`src/cbad_pkg.sv`:
```
`timescale 1ns / 1ps
// ----------------------------------------------------------------------------
// cbad_pkg
// Shared types and constants for the console bus address decoder.
// ----------------------------------------------------------------------------
package cbad_pkg;

  localparam int WORK_RAM_DEPTH_DEF   = 32768;
  localparam int BACKUP_RAM_DEPTH_DEF = 8192;

  localparam int WRAM_SPAN = 32768;
  localparam int BRAM_SPAN = 8192;

  localparam logic [7:0]  PAGE_WRAM_LO = 8'hF8;
  localparam logic [7:0]  PAGE_WRAM_HI = 8'hFB;
  localparam logic [7:0]  PAGE_BRAM    = 8'hF7;
  localparam logic [7:0]  PAGE_IO      = 8'hFF;
  localparam logic [20:0] ROM_TOP      = 21'h0FFFFF;

  localparam logic [12:0] IO_VDC_HI   = 13'h0003;
  localparam logic [12:0] IO_VCE_LO   = 13'h0400;
  localparam logic [12:0] IO_VCE_HI   = 13'h0405;
  localparam logic [12:0] IO_PSG_LO   = 13'h0800;
  localparam logic [12:0] IO_PSG_HI   = 13'h0809;
  localparam logic [12:0] IO_TIMER_0  = 13'h0C00;
  localparam logic [12:0] IO_TIMER_1  = 13'h0C01;
  localparam logic [12:0] IO_PAD      = 13'h1000;
  localparam logic [12:0] IO_IRQ_0    = 13'h1402;
  localparam logic [12:0] IO_IRQ_1    = 13'h1403;
  localparam logic [12:0] IO_BRAM_CTL = 13'h1807;

  localparam logic [7:0] FILL_BUS = 8'hFF;
  localparam logic [7:0] PAD_TGX  = 8'h40;

  typedef enum logic [3:0] {
    TGT_NONE  = 4'd0,
    TGT_ROM   = 4'd1,
    TGT_WRAM  = 4'd2,
    TGT_BRAM  = 4'd3,
    TGT_VDC   = 4'd4,
    TGT_VCE   = 4'd5,
    TGT_PSG   = 4'd6,
    TGT_TIMER = 4'd7,
    TGT_PAD   = 4'd8,
    TGT_IRQ   = 4'd9
  } target_t;

  typedef enum logic [1:0] {
    SRC_FIXED = 2'd0,
    SRC_WRAM  = 2'd1,
    SRC_BRAM  = 2'd2
  } rd_src_t;

  typedef struct packed {
    target_t     tgt;
    logic [19:0] offset;
    logic        strobe;
    logic [7:0]  fill;
    rd_src_t     src;
    logic        wram_hit;
    logic        bram_hit;
    logic        pad_wr;
    logic        bflag_set;
  } dec_t;

  typedef struct packed {
    logic busy;
    logic wram_we;
    logic bram_we;
  } clr_t;

endpackage

```
`src/cbad_decode.sv`:
```
`timescale 1ns / 1ps
// ----------------------------------------------------------------------------
// cbad_decode
// Page and I/O window decode for one bus word, RAM index folding.
// ----------------------------------------------------------------------------
module cbad_decode #(
  parameter int WORK_RAM_DEPTH   = cbad_pkg::WORK_RAM_DEPTH_DEF,
  parameter int BACKUP_RAM_DEPTH = cbad_pkg::BACKUP_RAM_DEPTH_DEF,
  localparam int WA = $clog2(WORK_RAM_DEPTH),
  localparam int BA = $clog2(BACKUP_RAM_DEPTH)
) (
  input  logic             command,
  input  logic [20:0]      bus_address,
  input  logic [7:0]       pad_buttons,
  input  logic             nibble_sel,
  input  logic             tgx_mode,
  output cbad_pkg::dec_t   dec,
  output logic [WA-1:0]    wram_idx,
  output logic [BA-1:0]    bram_idx
);

  localparam int WSTEPS = (cbad_pkg::WRAM_SPAN - 1) / WORK_RAM_DEPTH;
  localparam int BSTEPS = (cbad_pkg::BRAM_SPAN - 1) / BACKUP_RAM_DEPTH;
  localparam logic [15:0] WD16 = 16'(WORK_RAM_DEPTH);
  localparam logic [13:0] BD14 = 14'(BACKUP_RAM_DEPTH);

  logic [7:0]  page;
  logic [12:0] io;
  logic [15:0] wv;
  logic [13:0] bv;
  logic [7:0]  pad_inv;
  logic [7:0]  pad_val;

  assign page    = bus_address[20:13];
  assign io      = bus_address[12:0];
  assign pad_inv = ~pad_buttons;

  always_comb begin
    wv = {1'b0, bus_address[14:0]};
    for (int i = 0; i < WSTEPS; i++) begin
      if (wv >= WD16) wv = wv - WD16;
    end
    bv = {1'b0, bus_address[12:0]};
    for (int i = 0; i < BSTEPS; i++) begin
      if (bv >= BD14) bv = bv - BD14;
    end
  end

  assign wram_idx = wv[WA-1:0];
  assign bram_idx = bv[BA-1:0];

  always_comb begin
    pad_val = {4'h0, nibble_sel ? pad_inv[7:4] : pad_inv[3:0]};
    if (tgx_mode) pad_val = pad_val | cbad_pkg::PAD_TGX;
  end

  always_comb begin
    dec = '{tgt: cbad_pkg::TGT_NONE, offset: '0, strobe: 1'b0, fill: '0,
            src: cbad_pkg::SRC_FIXED, wram_hit: 1'b0, bram_hit: 1'b0,
            pad_wr: 1'b0, bflag_set: 1'b0};
    priority if (page >= cbad_pkg::PAGE_WRAM_LO && page <= cbad_pkg::PAGE_WRAM_HI) begin
      dec.tgt      = cbad_pkg::TGT_WRAM;
      dec.offset   = 20'(wram_idx);
      dec.wram_hit = 1'b1;
      dec.src      = command ? cbad_pkg::SRC_FIXED : cbad_pkg::SRC_WRAM;
    end else if (page == cbad_pkg::PAGE_BRAM) begin
      dec.tgt      = cbad_pkg::TGT_BRAM;
      dec.offset   = 20'(bram_idx);
      dec.bram_hit = 1'b1;
      dec.src      = command ? cbad_pkg::SRC_FIXED : cbad_pkg::SRC_BRAM;
    end else if (page == cbad_pkg::PAGE_IO) begin
      priority if (io <= cbad_pkg::IO_VDC_HI) begin
        dec.tgt    = cbad_pkg::TGT_VDC;
        dec.offset = 20'(io);
        dec.strobe = 1'b1;
      end else if (io >= cbad_pkg::IO_VCE_LO && io <= cbad_pkg::IO_VCE_HI) begin
        dec.tgt    = cbad_pkg::TGT_VCE;
        dec.offset = 20'(io[9:0]);
        dec.strobe = 1'b1;
      end else if (command && io >= cbad_pkg::IO_PSG_LO && io <= cbad_pkg::IO_PSG_HI) begin
        dec.tgt    = cbad_pkg::TGT_PSG;
        dec.offset = 20'(io[9:0]);
        dec.strobe = 1'b1;
      end else if (io == cbad_pkg::IO_TIMER_0 || io == cbad_pkg::IO_TIMER_1) begin
        dec.tgt    = cbad_pkg::TGT_TIMER;
        dec.offset = 20'(io[0]);
        dec.strobe = 1'b1;
      end else if (io == cbad_pkg::IO_PAD) begin
        dec.tgt    = cbad_pkg::TGT_PAD;
        dec.pad_wr = command;
        dec.fill   = command ? 8'h00 : pad_val;
      end else if (io == cbad_pkg::IO_IRQ_0 || io == cbad_pkg::IO_IRQ_1) begin
        dec.tgt    = cbad_pkg::TGT_IRQ;
        dec.offset = 20'(io[0]);
        dec.strobe = 1'b1;
      end else if (command && io == cbad_pkg::IO_BRAM_CTL) begin
        dec.bflag_set = 1'b1;
      end else begin
      end
    end else if (!command && bus_address <= cbad_pkg::ROM_TOP) begin
      dec.tgt    = cbad_pkg::TGT_ROM;
      dec.offset = bus_address[19:0];
      dec.strobe = 1'b1;
    end else if (!command) begin
      dec.fill = cbad_pkg::FILL_BUS;
    end else begin
    end
  end

endmodule

```
`config.mk`:
```
export PLATFORM = sky130hd
export DESIGN_NAME = cbad_decode
export DESIGN_NICKNAME = d
export VERILOG_FILES = /design/src/cbad_pkg.sv /design/src/cbad_decode.sv
export SDC_FILE = /design/constraint.sdc
export NUM_CORES = 1
export LEC_CHECK = 0
export ABC_AREA = 1
export BUFFER_PORTS_ARGS = -buffer_cell sky130_fd_sc_hd__buf_2
export CORE_UTILIZATION = 38
export DETAILED_ROUTE_END_ITERATION = 10
export GPL_TIMING_DRIVEN = 0
export PLACE_DENSITY = 0.84
export SKIP_LAST_GASP = 1
export SYNTH_ARGS = -nofsm -noshare
export SYNTH_HDL_FRONTEND = slang
export SYNTH_SLANG_ARGS = --single-unit
```
`constraint.sdc`:
```
create_clock -name vclk -period 1.8
set_input_delay 0.27 -clock vclk [all_inputs]
set_output_delay 0.27 -clock vclk [all_outputs]
set_load 0.02 [all_outputs]
```
==> key figures <==
Power
  – Pwr dens: 222 mW/mm^2
  – Flop pwr share: 0%
  – Leakage: 1.13 nW
  – Max rail drop VDD: 206 uV
  – Sw Ratio: 57.5%
  – Pwr Total: 448 uW
  – Net Sw Power: 258 uW
  – Gate power share: 100.0%
  – Clock power frac: 0%
  – Internal cell power: 190 uW

Detailed routing
  – Detailed Route WL: 4210 um
  – First-pass DRT Iterations: 4
  – DRC Markers: 0
  – Drt initial violations: 31
  – Via Count: 1,694
  – Drt wl/cell: 12.2 um
  – Via-to-Cell Ratio: 4.90
  – Post-DRT Antenna Nets: 0

Cells and area
  – Nets@finish: 350
  – Commonest cells after routing, fill and taps aside: buf_2 (68), buf_4 (64), nor2_1 (32)
  – Area Overhead vs Synth: 99.3%
  – Sequential cell count: 0
  – Fill count: 188
  – Antenna cells: 0
  – CLK BUF: 0
  – Share of cells above drive strength 1: 63.3%
  – Finished Layout Cells: 346
  – Most common cell after layout, fill and taps aside: buf_2
  – Reg area: 0 um^2
  – Final Core Density: 80.8%

Placement
  – Post-Place Cells: 329
  – Final RePlAce weighted congestion: 0.909
  – Detail Placement HPWL: 2610 um
  – Port buffer count: 99

Global route
  – Grt total ovfl: 0
  – Vias in the first global route: 1,337
  – Largest net degree at the start of global routing: 11
  – First-pass GRT wire length: 5380 um
  – Antenna violations before repair: 0
  – Gr usage total: 24.0%

Timing
  – Tcrit/Tclk final: 101%
  – Fmax: 0.549 GHz
  – Final hold vios: 0
  – Period minus WS final: 1.82 ns
  – Relative slew slack: 72.8%
  – Max-slew violations: 0
  – Worst hold slack: 0.857 ns
  – Setup TNS Final: -0.117 ns
  – Setup ws final: -0.0217 ns
  – Final setup vio count: 7
  – RSZ-0062 raised after global routing: true
  – Slew @ Worst Pin: 0.409 ns

Yosys
  – Synth Area in XOR/XNOR: 0%
  – Complex-gate fraction of the synthesized area: 10.9%
  – Mux contribution to synthesized area: 0%
  – Synthesized area per cell: 5.07 um^2
  – Synth area leaders: buf_4 (22%), nor2_1 (16%), nand2_1 (15%)
  – Cell taking the most area after synthesis: buf_4
  – Post-Synth Adder-Cell Area: 0%
  – Yosys warning total: 0
  – Simple-gate area share of the yosys netlist: 54.3%
  – Top cell type's share of synthesized area: 22.2%
  – Main combinational cell family by area after synthesis: simple AND/OR/NAND/NOR gates
  – Synth Net Count: 232
  – Count of cell types in the netlist: 23
  – Mapped Area: 0.00101 mm^2
  – Seq/Total Area, Yosys: 0%
  – Post-Syn Instances: 200

Floorplan
  – Initial Util: 40.5%
  – Die ar.: 0.00288 mm^2
  – Die X-Extent: 53.6 um
  – Ports: 99
  – Die Span Y: 53.6 um
  – Core ar.: 0.00250 mm^2
  – Site Rows: 18

Flow run
  – Max cap viols: 0

Critical path
  – Required @ worst endpoint: 1.53 ns
  – Crit-path max FO: 6
  – Type of the worst setup path: in -> out
  – CP startpoint kind: input pin
  – Worst Setup End Kind: output port
  – WP data arrival: 1.55 ns

Outcome
  – Status: finished, violations left
  – Failing checks: negative setup slack

Hold path
  – Hold Crit Class: in -> out

Clocking
  – Hold buffer count at CTS: 0
## worst paths after layout
path | startpoint | end | depth (start not counted)
worst max-delay path | bus_address[2] | dec[16] | 9
worst min-delay path | bus_address[16] | dec[2] | 3
## per-layer routing
| layer | vias up | global-route usage (%) | part of all wire (%) |
|---|---|---|---|
| li1 | 844 | - | - |
| met1 | 753 | 28.5 | 37 |
| met2 | 91 | 47.7 | 54 |
| met3 | 6 | 0.847 | 7.3 |
| met4 | 0 | 3.07 | 1.3 |
| met5 | - | 0 | 0 |
## synthesized netlist by cell type
cell,count
a21boi_0,2
nand3_4,1
o211ai_1,2
nand3_1,7
nand4_2,1
nand2_1,41
nor4_2,1
a21oi_1,9
nor3_1,7
inv_1,31
nor2_1,43
inv_2,1
nor2_4,2
nor4_1,2
a21oi_4,1
nand4_1,9
nor2_2,2
or2_2,1
nand2_2,2
buf_4,30
a31oi_1,3
clkbuf_1,1
clkinv_1,1
## power groups by stage
stage                     sequential, mW  clock, mW  combinational (mW)
after global routing                   0          0               0.479
after floorplan                        0          0               0.221
after global placement                 0          0               0.349
after detailed placement               0          0               0.353
after CTS                              0          0               0.379
final                                  0          0               0.448
## critical path, cell delays in order
cell      delay [ns]
buf_6           0.10
inv_2           0.06
o211ai_1        0.33
nor2_4          0.09
nor2_4          0.16
nand2_4         0.09
a21oi_4         0.22
nor2_1          0.08
buf_4           0.16
## logic make-up after synthesis
group           after synthesis
buf+inv                      64
compound gates               17
simple gates                119
## area by class of cell
type,instances,area (um^2),share of cell area [%]
timing repair buffer,115,749,37.1
tap,30,37.5,1.86
buffer,31,229,11.3
inverter,33,144,7.13
multi-input combinational,137,860,42.6
## through the flow
stage,instance area [um^2],setup WS (ns)
2_1_floorplan,1020,0.0760
3_3_place_gp,1560,-0.163
3_5_place_dp,1560,-0.155
4_1_cts,1730,-0.0156
5_1_grt,2020,-0.0926
6_report,2020,-0.0217
## timing repair
item | in CTS | in global routing
buffers inserted | 7 | 9
resized for setup | 32 | 80
gates cloned | 1 | 0
pin swaps | 11 | 40
endpoints found under the setup margin | 20 | 21
endpoints found under the hold margin | 0 | 0
Power figures use the tool's default switching activity.
