--- config.mk ---
export PLATFORM = sky130hd
export DESIGN_NAME = cbad_clear
export DESIGN_NICKNAME = d
export VERILOG_FILES = /design/src/cbad_pkg.sv /design/src/cbad_clear.sv
export SDC_FILE = /design/constraint.sdc
export NUM_CORES = 1
export LEC_CHECK = 0
export ABC_AREA = 1
export BUFFER_PORTS_ARGS = -buffer_cell sky130_fd_sc_hd__buf_2
export CORE_MARGIN = 2
export CORE_UTILIZATION = 35
export DETAILED_ROUTE_END_ITERATION = 12
export HOLD_SLACK_MARGIN = 0.06
export PLACE_DENSITY = 0.66
export RECOVER_POWER = 25
export SLEW_MARGIN = 20
export SYNTH_ARGS = -nofsm -noshare
export SYNTH_HDL_FRONTEND = slang
export SYNTH_SLANG_ARGS = --single-unit
--- constraint.sdc ---
create_clock -name clk -period 3.4 [get_ports clk]
set_input_delay 0.34 -clock clk [delete_from_list [all_inputs] [get_ports clk]]
set_output_delay 0.34 -clock clk [all_outputs]
set_load 0.005 [all_outputs]
--- src/cbad_pkg.sv ---
`timescale 1ns / 1ps
// ----------------------------------------------------------------------------
// cbad_pkg
// Shared types and constants for the console bus address decoder.
// ----------------------------------------------------------------------------
package cbad_pkg;

  localparam int WORK_RAM_DEPTH_DEF   = 32768;
  localparam int BACKUP_RAM_DEPTH_DEF = 8192;

  localparam int WRAM_SPAN = 32768;
  localparam int BRAM_SPAN = 8192;

  localparam logic [7:0]  PAGE_WRAM_LO = 8'hF8;
  localparam logic [7:0]  PAGE_WRAM_HI = 8'hFB;
  localparam logic [7:0]  PAGE_BRAM    = 8'hF7;
  localparam logic [7:0]  PAGE_IO      = 8'hFF;
  localparam logic [20:0] ROM_TOP      = 21'h0FFFFF;

  localparam logic [12:0] IO_VDC_HI   = 13'h0003;
  localparam logic [12:0] IO_VCE_LO   = 13'h0400;
  localparam logic [12:0] IO_VCE_HI   = 13'h0405;
  localparam logic [12:0] IO_PSG_LO   = 13'h0800;
  localparam logic [12:0] IO_PSG_HI   = 13'h0809;
  localparam logic [12:0] IO_TIMER_0  = 13'h0C00;
  localparam logic [12:0] IO_TIMER_1  = 13'h0C01;
  localparam logic [12:0] IO_PAD      = 13'h1000;
  localparam logic [12:0] IO_IRQ_0    = 13'h1402;
  localparam logic [12:0] IO_IRQ_1    = 13'h1403;
  localparam logic [12:0] IO_BRAM_CTL = 13'h1807;

  localparam logic [7:0] FILL_BUS = 8'hFF;
  localparam logic [7:0] PAD_TGX  = 8'h40;

  typedef enum logic [3:0] {
    TGT_NONE  = 4'd0,
    TGT_ROM   = 4'd1,
    TGT_WRAM  = 4'd2,
    TGT_BRAM  = 4'd3,
    TGT_VDC   = 4'd4,
    TGT_VCE   = 4'd5,
    TGT_PSG   = 4'd6,
    TGT_TIMER = 4'd7,
    TGT_PAD   = 4'd8,
    TGT_IRQ   = 4'd9
  } target_t;

  typedef enum logic [1:0] {
    SRC_FIXED = 2'd0,
    SRC_WRAM  = 2'd1,
    SRC_BRAM  = 2'd2
  } rd_src_t;

  typedef struct packed {
    target_t     tgt;
    logic [19:0] offset;
    logic        strobe;
    logic [7:0]  fill;
    rd_src_t     src;
    logic        wram_hit;
    logic        bram_hit;
    logic        pad_wr;
    logic        bflag_set;
  } dec_t;

  typedef struct packed {
    logic busy;
    logic wram_we;
    logic bram_we;
  } clr_t;

endpackage

--- src/cbad_clear.sv ---
`timescale 1ns / 1ps
// ----------------------------------------------------------------------------
// cbad_clear
// Post-reset sweep that zeroes both RAMs, one entry per cycle.
// ----------------------------------------------------------------------------
module cbad_clear #(
  parameter int WORK_RAM_DEPTH   = cbad_pkg::WORK_RAM_DEPTH_DEF,
  parameter int BACKUP_RAM_DEPTH = cbad_pkg::BACKUP_RAM_DEPTH_DEF,
  localparam int MAX_DEPTH = (WORK_RAM_DEPTH > BACKUP_RAM_DEPTH) ?
                             WORK_RAM_DEPTH : BACKUP_RAM_DEPTH,
  localparam int CA        = $clog2(MAX_DEPTH)
) (
  input  logic              clk,
  input  logic              rst_n,
  output cbad_pkg::clr_t    clr,
  output logic [CA-1:0]     clr_idx
);

  logic          busy_r, busy_nxt;
  logic [CA-1:0] cnt_r, cnt_nxt;

  always_comb begin
    busy_nxt = busy_r;
    cnt_nxt  = cnt_r;
    if (busy_r) begin
      cnt_nxt = cnt_r + 1'b1;
      if (cnt_r == CA'(MAX_DEPTH - 1)) begin
        busy_nxt = 1'b0;
      end
    end
  end

  always_ff @(posedge clk) begin
    if (!rst_n) begin
      busy_r <= 1'b1;
      cnt_r  <= '0;
    end else begin
      busy_r <= busy_nxt;
      cnt_r  <= cnt_nxt;
    end
  end

  assign clr.busy    = busy_r;
  assign clr.wram_we = busy_r && ({1'b0, cnt_r} < (CA+1)'(WORK_RAM_DEPTH));
  assign clr.bram_we = busy_r && ({1'b0, cnt_r} < (CA+1)'(BACKUP_RAM_DEPTH));
  assign clr_idx     = cnt_r;

endmodule

==> summary.txt, run 1 <==
Clock network
  • Post-CTS Hold Fix Bufs: 0
  • H-Tree Depth: 1
  • Worst-skew pair later-pin latency: 0.29 ns
  • Setup Fix Bufs, Post-CTS: 0
  • Register clock-pin slew on the reported worst setup and hold paths: 0.09 ns
  • Number of clock sinks seen by CTS: 16
  • Post-cts repair resize count: 0
  • Maximum number of buffers from clock root to sink: 2
  • Inserted Clock Buffers: 3
  • Root buffer selected by CTS: sky130_fd_sc_hd__clkbuf_4
  • Clock tree from TritonCTS: done

Drt
  • DRC errors left: 0
  • Final wirelength: 1661 um
  • Antenna violation net count after detailed routing: 0
  • Routed wl met2: 695 um
  • DR vias/cell: 4.784
  • Detailed-router iteration count before antenna repair: 4
  • Vias: 775
  • Highest Signal Layer: met4
  • Number of DRC markers in iteration 0: 15
  • Routed wire length per instance: 10.25 um
  • Routed length on met1: 850 um
  • Sum of met3 wire segment lengths after detailed routing: 61 um

Setup path
  • Setup slack on the worst flop-to-flop path: 1.95 ns
  • Top cell family by delay on the critical path: flip-flops
  • Critical-path cell with the highest stage delay: sky130_fd_sc_hd__dfxtp_1
  • Worst Setup SP: busy_r$_SDFF_PN1_
  • Worst path buffer plus inverter count: 2
  • Destination of the critical timing path: clr[0]
  • Type of destination of the critical path: output port
  • Data arrival time of the critical path: 1.18 ns
  • Logic depth of the worst setup path including buffers: 3
  • Highest cell delay on the worst timing path: 0.49 ns
  • Cells along the critical path: inv_1 -> nor3_1 -> buf_2
  • Capture point of the worst reg-to-reg path: clr_idx[13]$_SDFFE_PN0P_
  • Required time reported for the critical path endpoint: 3.06 ns
  • Critical path start-end classification: flop to output port
  • Launch point of the worst reg-to-reg path: busy_r$_SDFF_PN1_
  • Crit-path max FO: 9
  • Worst reg-to-reg path cell count: 7
  • Nature of the critical path startpoint: flop

Final layout
  • Fillers: 239
  • Final core utilization: 42.72%
  • Fraction of final layout cells with drive strength greater than 1: 21.64%
  • Commonest non-fill, non-tap cells in the layout: 20 x sky130_fd_sc_hd__nand2_1, 17 x sky130_fd_sc_hd__inv_1, 17 x sky130_fd_sc_hd__nor2_1, 17 x sky130_fd_sc_hd__buf_2, 16 x sky130_fd_sc_hd__dfxtp_1
  • Leading cell type in the layout, fill and taps excluded: sky130_fd_sc_hd__nand2_1
  • Post-route cell area: 935.9 um^2
  • Antenna diode count: 0
  • Number of nets in the final layout: 138
  • Area delta synth->final: 16.69%

Synthesis
  • Sequential area share after synthesis: 39.94%
  • Number of warnings reported in the yosys synthesis log: 0
  • Synthesized netlist net count: 117
  • Number of flops mapped to enable cells by yosys: 0
  • Total standard cell area after synthesis: 802.0 um^2
  • Cell count after synthesis: 114
  • Share of async-settable or async-resettable flops after synthesis: 0%
  • Mean instance size in the synthesized netlist: 7.035 um^2
  • Seq cells post-synth: 16
  • Number of different library cells in the post-synthesis netlist: 20
  • Primary FF master, synth: sky130_fd_sc_hd__dfxtp_1

Pwr
  • Leakage power of the design: 0.4106 nW
  • Internal: 0.0002620 W
  • Power Density: 359.1 nW/um^2
  • Clock network fraction of total power: 37.9%
  • Combinational fraction of design power: 4.6%
  • Power dissipated by switching net loads: 0.00007402 W
  • Switching portion of total power: 22.03%
  • Highest ir drop seen on vdd: 0.1504 mV
  • Sequential share of power: 57.5%

Global route
  • Initial antenna violation count: 0
  • Maximum number of pins on one net before global-route repair: 15
  • Grt ovf: 0
  • First-pass GRT wire length: 2739 um
  • Via count of the first global-routing pass: 657
  • Overall global routing resource usage: 13.84%

STA
  • Accumulated negative setup slack: 0 ns
  • Largest clock skew in the final design: 0.006694 ns
  • FMAX: 655.9 MHz
  • Slew headroom: 75.01%
  • Period utilization: 44.84%
  • Least-Margin Pin Slew: 0.3735 ns
  • Fin. max-slew vios: 0
  • Final Critical Period: 1.525 ns
  • RSZ-0062 raised after global routing: false
  • Number of failing setup endpoints in the final timing report: 0
  • Final Hold Vio Count: 0

Flow run
  • # Max-Cap Violations: 0

Floorplanning
  • Num rows: 17
  • DIE AREA: 2691 um^2
  • Io pins: 20
  • Placeable core area: 2191 um^2
  • Die width: 51.87 um
  • Y dimension of the die: 51.87 um
  • Starting utilization of the core area: 36.61%

Worst hold path
  • Worst hold path class: input port to flop
  • Cell depth of the worst min-delay path: 2

Place
  • Port bufs: 19
  • Weighted congestion at the end of routability-driven global placement: 0.7772
  • Post-DP HPWL: 1246 um
  • Placed Area: 912.1 um^2

Outcome
  • Run status: completed
[area by class of cell]
cell class | count | area (um^2) | share of cell area (%)
timing repair buffer | 19 | 92.59 | 9.893
sequential | 16 | 320.3 | 34.22
clock buffer | 4 | 36.28 | 3.877
tap | 28 | 35.03 | 3.743
inverter | 17 | 63.81 | 6.818
multi-input combinational | 78 | 387.9 | 41.44
[cells in the mapped netlist, types with 2 or more instances]
library cell               n  area share (%)
sky130_fd_sc_hd__nand2_1  19             8.9
sky130_fd_sc_hd__inv_1    17             8.0
sky130_fd_sc_hd__dfxtp_1  16              40
sky130_fd_sc_hd__nor2_1   16             7.5
sky130_fd_sc_hd__a21oi_1  11             6.9
sky130_fd_sc_hd__o21ai_0   8             5.0
sky130_fd_sc_hd__nand3_1   7             4.4
sky130_fd_sc_hd__nand2_2   3             2.3
sky130_fd_sc_hd__nor2_4    3             4.2
sky130_fd_sc_hd__nor3_1    3             1.9
sky130_fd_sc_hd__buf_4     2             1.9
[registers in the layout, indices dropped and copies added (netlist names)]
| name | flops |
|---|---|
| busy_r | 1 |
| clr_idx | 15 |
[worst register-to-register path: stages, from the launching register on]
cell and delay (ns):
sky130_fd_sc_hd__dfxtp_1 0.49, sky130_fd_sc_hd__nand2_2 0.07, sky130_fd_sc_hd__nor2_1 0.31, sky130_fd_sc_hd__nand2_2 0.14, sky130_fd_sc_hd__nor2_2 0.17, sky130_fd_sc_hd__nand3_1 0.08, sky130_fd_sc_hd__nand2_1 0.06, sky130_fd_sc_hd__nor2_1 0.04
[stage by stage]
stage	instances	setup slack [ns]	hold WS [ns]	total power, W
detailed placement	158	2.028	0.4879	0.0002142
floorplan	114	2.140	0.4727	0.0002085
global placement	158	2.105	0.4814	0.0002138
finish	162	1.875	0.3655	0.0003360
global route	162	1.767	0.3673	0.0003503
CTS	162	1.844	0.3617	0.0003411
[per-layer routing]
metal  vias to the layer above  track usage [%]
met5                         -                0
met4                         0            9.211
met3                         5            2.586
met2                        17            19.41
met1                       349            19.01
li1                        404                -
[cells by family (layout without fill, tap and decap cells)]
| family | Yosys count | in the layout | share of synthesized area (%) |
|---|---|---|---|
| buf+inv | 20 | 40 | 10.45 |
| fa+ha+maj | 1 | 1 | 1.560 |
| simple gates | 55 | 55 | 33.07 |
| flops | 16 | 16 | 39.94 |
| xor+xnor | 1 | 1 | 1.092 |
| compound gates | 21 | 21 | 13.88 |
[worst min-delay path by stage]
stage / startpoint / end / slack [ns]
6_report: rst_n / busy_r$_SDFF_PN1_ / 0.37
5_1_grt: rst_n / busy_r$_SDFF_PN1_ / 0.37
4_1_cts: rst_n / busy_r$_SDFF_PN1_ / 0.36
3_5_place_dp: clr_idx[2]$_SDFFE_PN0P_ / clr_idx[2]$_SDFFE_PN0P_ / 0.49
3_3_place_gp: clr_idx[9]$_SDFFE_PN0P_ / clr_idx[9]$_SDFFE_PN0P_ / 0.48
2_1_floorplan: clr_idx[9]$_SDFFE_PN0P_ / clr_idx[9]$_SDFFE_PN0P_ / 0.47
[power by group through the flow]
stage	clock, W	combinational, W	sequential [W]
after detailed placement	0	0.0000165	0.000198
after global routing	0.000139	0.0000177	0.000194
after CTS	0.000131	0.0000167	0.000193
final	0.000127	0.0000156	0.000193
after global placement	0	0.0000164	0.000197
after floorplan	0	0.0000109	0.000198
(Power assumes the default switching activity.)
==> run 2, diff against run 1 <==
ABC_AREA = 0   (was 1)
PLACE_DENSITY = 0.69   (was 0.66)
clock period = 1.25 ns   (was 3.4 ns; I/O delays follow)
==> summary.txt, run 2 <==
Synthesis
  • Mean instance size in the synthesized netlist: 8.889 um^2
  • Total standard cell area after synthesis: 764.5 um^2
  • Number of warnings reported in the yosys synthesis log: 0
  • Cell with the most instances after synthesis: sky130_fd_sc_hd__dfxtp_1
  • Sequential area share after synthesis: 41.90%
  • Share of async-settable or async-resettable flops after synthesis: 0%
  • Post-synth top area share: 41.90%
  • Largest area contributor in the netlist: sky130_fd_sc_hd__dfxtp_1
  • Number of different library cells in the post-synthesis netlist: 25
  • Number of flops mapped to enable cells by yosys: 0
  • Largest cells by area after synthesis: sky130_fd_sc_hd__dfxtp_1 42%, sky130_fd_sc_hd__mux2i_1 6.5%, sky130_fd_sc_hd__nand2_1 5.4%
  • Synthesized netlist net count: 89
  • Primary FF master, synth: sky130_fd_sc_hd__dfxtp_1
  • Most used standard cells in the synthesized netlist: 16 x sky130_fd_sc_hd__dfxtp_1, 11 x sky130_fd_sc_hd__nand2_1, 6 x sky130_fd_sc_hd__a21oi_1
  • Seq cells post-synth: 16
  • Cell count after synthesis: 86

Drt
  • Routed wire length per instance: 12.02 um
  • Vias: 761
  • Antenna violation net count after detailed routing: 0
  • Number of DRC markers in iteration 0: 10
  • DRC errors left: 0
  • Detailed-router iteration count before antenna repair: 4
  • DR vias/cell: 5.073
  • Final wirelength: 1803 um

Pwr
  • Highest ir drop seen on vdd: 0.4443 mV
  • Overall power consumption: 0.0008840 W
  • Power Density: 787.7 nW/um^2
  • Leakage power of the design: 0.4540 nW

STA
  • Least-Margin Pin Slew: 0.3800 ns
  • Number of failing setup endpoints in the final timing report: 7
  • Largest clock skew in the final design: 0.004650 ns
  • Fin. max-slew vios: 0
  • Period utilization: 103.6%
  • Final Hold Vio Count: 0
  • FMAX: 772.1 MHz
  • RSZ-0062 raised after global routing: true
  • Min Hold Slack: 0.08221 ns
  • Slew headroom: 74.64%
  • Final Critical Period: 1.295 ns
  • Final critical-path setup slack: -0.04516 ns

Global route
  • Grt ovf: 0
  • Initial antenna violation count: 0
  • Via count of the first global-routing pass: 725
  • Maximum number of pins on one net before global-route repair: 12
  • Overall global routing resource usage: 15.42%
  • First-pass GRT wire length: 3042 um

Setup path
  • Data arrival time of the critical path: 1.51 ns
  • Nature of the critical path startpoint: flop
  • Crit-path max FO: 8
  • Critical path start-end classification: flop to flop
  • Type of destination of the critical path: flop
  • Required time reported for the critical path endpoint: 1.47 ns

Floorplanning
  • Starting utilization of the core area: 38.19%
  • Y dimension of the die: 50.74 um
  • Placeable core area: 2002 um^2
  • Num rows: 16
  • DIE AREA: 2574 um^2
  • Io pins: 20
  • Die width: 50.74 um

Final layout
  • Commonest non-fill, non-tap cells in the layout: 19 x sky130_fd_sc_hd__buf_2, 18 x sky130_fd_sc_hd__buf_4, 10 x sky130_fd_sc_hd__nand2_1, 6 x sky130_fd_sc_hd__dfxtp_2
  • Fraction of final layout cells with drive strength greater than 1: 50.41%
  • Max FFs per register: 15
  • Leading cell type in the layout, fill and taps excluded: sky130_fd_sc_hd__buf_2
  • Fillers: 189
  • Antenna diode count: 0
  • Area delta synth->final: 46.81%
  • Number of nets in the final layout: 127

Clock network
  • Clock tree from TritonCTS: done
  • H-Tree Depth: 1
  • Number of clock sinks seen by CTS: 16
  • Worst-skew pair later-pin latency: 0.29 ns
  • Maximum number of buffers from clock root to sink: 2
  • Root buffer selected by CTS: sky130_fd_sc_hd__clkbuf_4
  • Inserted Clock Buffers: 3
  • Register clock-pin slew on the reported worst setup and hold paths: 0.10 ns

Outcome
  • Run status: finished with violations
  • Failing checks: negative setup slack

Place
  • Post-DP HPWL: 1257 um
  • Weighted congestion at the end of routability-driven global placement: 0.7348
  • Port bufs: 19
  • Setup Slack @ Placement: -0.1016 ns

Worst hold path
  • Worst hold path class: input port to flop

Flow run
  • # Max-Cap Violations: 0
## run 2: changes by cell type after synthesis, sizes merged, moves of 4 or more
cell    change
nand4       +4
nor4        +4
a21oi       -6
nand2b      +4
nand3       -4
mux2i       +5
or4         +4
nand2      -12
inv        -14
o21ai       -6
o31ai       +4
nor2       -15
## run 2: metrics by stage
stage / cells / TNS (ns) / area (um^2) / util, %
after floorplan: 86 / -0.07798 / 807.0 / -
after global placement: 144 / -0.1730 / 1030 / 51.44
after detailed placement: 144 / -0.4160 / 1030 / 51.44
after CTS: 149 / -0.2189 / 1094 / 54.63
after global routing: 150 / -1.015 / 1122 / 56.06
final: 150 / -0.1331 / 1122 / 56.06
## run 2: cell families after synthesis
family	count (synthesis)	synth area share [%]
XOR/XNOR	4	4.583
AND/OR/NAND/NOR	39	29.95
multiplexers	5	6.547
adder cells (fa/ha/maj)	1	1.636
buffers and inverters	8	5.073
flip-flops	16	41.90
AO/OA/AOI/OAI	13	10.31
## run 2: final cells by class
type | instances | area, um^2 | share of cell area, %
multi-input combinational | 62 | 470.5 | 41.92
sequential | 16 | 346.6 | 30.88
timing repair buffer | 38 | 234.0 | 20.85
tap | 27 | 33.78 | 3.010
clock buffer | 4 | 26.28 | 2.341
inverter | 3 | 11.26 | 1.003
## run 2: path summary, 6_finish.rpt
check,startpoint,to,slack [ns],cells after the start
worst min-delay path,rst_n,busy_r$_SDFF_PN1_,0.08,2
worst min register to register,clr_idx[9]$_SDFFE_PN0P_,clr_idx[9]$_SDFFE_PN0P_,0.48,2
worst max register to register,clr_idx[1]$_SDFFE_PN0P_,clr_idx[8]$_SDFFE_PN0P_,-0.05,4
worst max-delay path,clr_idx[1]$_SDFFE_PN0P_,clr_idx[8]$_SDFFE_PN0P_,-0.05,4
## run 2: where the power goes
| group | total (W) | internal [W] | switching [W] |
|---|---|---|---|
| Combinational | 0.0000699 | 0.0000341 | 0.0000358 |
| Clock | 0.000287 | 0.000124 | 0.000163 |
| Sequential | 0.000527 | 0.000513 | 0.0000140 |
| Total | 0.000884 | 0.000671 | 0.000213 |
## run 2: timing repair
item,in CTS,in global routing
setup endpoints to repair,11,11
resized for setup,8,7
setup buffers,1,1
pin swaps,2,3
hold buffers,0,0
## run 2: worst max-delay path, stage by stage (launching register included)
cell and delay (ns):
sky130_fd_sc_hd__dfxtp_4 0.39, sky130_fd_sc_hd__ha_4 0.15, sky130_fd_sc_hd__nand4_4 0.12, sky130_fd_sc_hd__or4_1 0.44, sky130_fd_sc_hd__a21oi_2 0.13
## run 2: per-layer routing
layer / vias to the layer above / wire length [um] / global-route usage (%)
met1: 352 / 835 / 18.50
met5: - / 0 / 0
met4: 0 / 34 / 8.108
met2: 17 / 873 / 26.75
met3: 4 / 59 / 1.786
li1: 388 / - / -
==> run 3, diff against run 2 <==
ABC_AREA = 1   (was 0)
CTS_CLUSTER_SIZE = 30   (was unset)
==> summary.txt, run 3 (same netlist as run 1, synthesis figures left out) <==
Final layout
  • Fraction of final layout cells with drive strength greater than 1: 37.24%
  • Fillers: 225
  • Leading cell type in the layout, fill and taps excluded: sky130_fd_sc_hd__buf_2
  • Number of nets in the final layout: 150
  • Commonest non-fill, non-tap cells in the layout: 19 x sky130_fd_sc_hd__buf_2, 17 x sky130_fd_sc_hd__inv_1, 17 x sky130_fd_sc_hd__nand2_1, 16 x sky130_fd_sc_hd__nor2_1, 12 x sky130_fd_sc_hd__dfxtp_1
  • Max FFs per register: 15
  • Antenna diode count: 0
  • Final core utilization: 49.86%
  • Area delta synth->final: 36.19%

Drt
  • Sum of met3 wire segment lengths after detailed routing: 80 um
  • DRC errors left: 0
  • Detailed-router iteration count before antenna repair: 4
  • Routed wire length per instance: 10.88 um
  • Vias: 824
  • DR vias/cell: 4.763
  • Highest Signal Layer: met4
  • Routed length on met1: 824 um
  • Final wirelength: 1883 um
  • Number of DRC markers in iteration 0: 16
  • Routed wl met2: 928 um
  • Antenna violation net count after detailed routing: 0

Clock network
  • Number of clock sinks seen by CTS: 16
  • Register clock-pin slew on the reported worst setup and hold paths: 0.09 ns
  • Clock tree from TritonCTS: done
  • Post-CTS Hold Fix Bufs: 0
  • Root buffer selected by CTS: sky130_fd_sc_hd__clkbuf_4
  • H-Tree Depth: 1
  • Inserted Clock Buffers: 3
  • Worst-skew pair later-pin latency: 0.29 ns
  • Maximum number of buffers from clock root to sink: 2

Setup path
  • Critical-path cell with the highest stage delay: sky130_fd_sc_hd__dfxtp_2
  • Highest cell delay on the worst timing path: 0.36 ns
  • Required time reported for the critical path endpoint: 1.43 ns
  • Worst reg-to-reg path cell count: 7
  • Capture point of the worst reg-to-reg path: clr_idx[10]$_SDFFE_PN0P_
  • Type of destination of the critical path: flop
  • Critical path start-end classification: flop to flop
  • Setup slack on the worst flop-to-flop path: 0.04 ns
  • Launch point of the worst reg-to-reg path: clr_idx[1]$_SDFFE_PN0P_
  • Cells along the critical path: ha_4 -> nand2_4 -> nor2_4 -> nand2_4 -> nor2_4 -> buf_4 -> a21oi_1
  • Nature of the critical path startpoint: flop
  • Crit-path max FO: 3
  • Data arrival time of the critical path: 1.39 ns

Pwr
  • Power Density: 792.0 nW/um^2
  • Highest ir drop seen on vdd: 0.3999 mV
  • Leakage power of the design: 0.4951 nW

Floorplanning
  • DIE AREA: 2691 um^2
  • Io pins: 20
  • Die width: 51.87 um
  • Placeable core area: 2191 um^2
  • Y dimension of the die: 51.87 um
  • Num rows: 17
  • Starting utilization of the core area: 36.61%

Global route
  • Grt ovf: 0
  • Initial antenna violation count: 0
  • Maximum number of pins on one net before global-route repair: 15
  • First-pass GRT wire length: 2732 um
  • Overall global routing resource usage: 13.61%
  • Via count of the first global-routing pass: 694

STA
  • Final critical-path setup slack: 0.03626 ns
  • Largest clock skew in the final design: 0.004704 ns
  • Slew headroom: 82.96%
  • Least-Margin Pin Slew: 0.2556 ns
  • Fin. max-slew vios: 0
  • Number of failing setup endpoints in the final timing report: 0
  • FMAX: 823.9 MHz
  • Final Critical Period: 1.214 ns
  • Final Hold Vio Count: 0
  • RSZ-0062 raised after global routing: true
  • Period utilization: 97.10%
  • Min Hold Slack: 0.1575 ns

Worst hold path
  • Beginning of the worst hold path: rst_n
  • Worst hold path class: input port to flop
  • Sink of the worst hold path: busy_r$_SDFF_PN1_
  • Cell depth of the worst min-delay path: 2

Place
  • Weighted congestion at the end of routability-driven global placement: 0.7703
  • Setup Slack @ Placement: -0.003402 ns
  • Post-DP HPWL: 1304 um
  • Port bufs: 19

Outcome
  • Run status: completed

Flow run
  • # Max-Cap Violations: 0
run 3: layer usage:
layer	track usage, %	up-vias
met1	16.58	378
met2	22.15	18
met4	9.211	0
met5	0	-
met3	1.724	4
li1	-	424
run 3: stage by stage:
step,area (um^2),total power (W),TNS (ns),cells
after floorplan,803.3,0.0005676,0,114
after global placement,950.9,0.0005899,0,163
after detailed placement,950.9,0.0005912,-0.003402,163
after CTS,974.7,0.0008557,0,166
after global routing,1092,0.0009064,-0.07498,173
final,1092,0.0008651,0,173
run 3: timing repair:
item	CTS	global route
endpoints found under the hold margin	0	0
setup endpoints to repair	3	4
gates resized for setup	1	17
buffers inserted	0	7
pin swaps	1	6
run 3: report_power, final:
part	switching [W]	internal, W
Combinational	0.0000348	0.0000332
Clock	0.000159	0.000112
Sequential	0.00000872	0.000518
run 3: critical path: cells and delay by family (launching register included):
| kind | cells | cell delay [ns] |
|---|---|---|
| and+or+nand+nor | 4 | 0.42 |
| DFF | 1 | 0.36 |
| adders and majority gates | 1 | 0.15 |
| buffers and inverters | 1 | 0.12 |
| AOI/OAI and AO/OA | 1 | 0.05 |
run 3: layout make-up:
cell class	count	area (um^2)	share of cell area, %
Tap cell	28	35.03	3.207
Multi-Input combinational cell	78	450.4	41.24
Sequential cell	16	327.8	30.01
Inverter	17	63.81	5.842
Clock buffer	3	22.52	2.062
Timing Repair Buffer	31	192.7	17.64
run 3: worst max-delay path by stage:
stage	startpoint	to	slack (ns)	cells past startpoint
2_1_floorplan	clr_idx[1]$_SDFFE_PN0P_	clr_idx[14]$_SDFFE_PN0P_	0.009	8
3_3_place_gp	clr_idx[1]$_SDFFE_PN0P_	clr_idx[12]$_SDFFE_PN0P_	0.03	6
3_5_place_dp	clr_idx[1]$_SDFFE_PN0P_	clr_idx[14]$_SDFFE_PN0P_	-0.003	8
4_1_cts	clr_idx[1]$_SDFFE_PN0P_	clr_idx[13]$_SDFFE_PN0P_	0.009	8
5_1_grt	clr_idx[1]$_SDFFE_PN0P_	clr_idx[14]$_SDFFE_PN0P_	-0.03	8
6_report	clr_idx[1]$_SDFFE_PN0P_	clr_idx[10]$_SDFFE_PN0P_	0.04	7
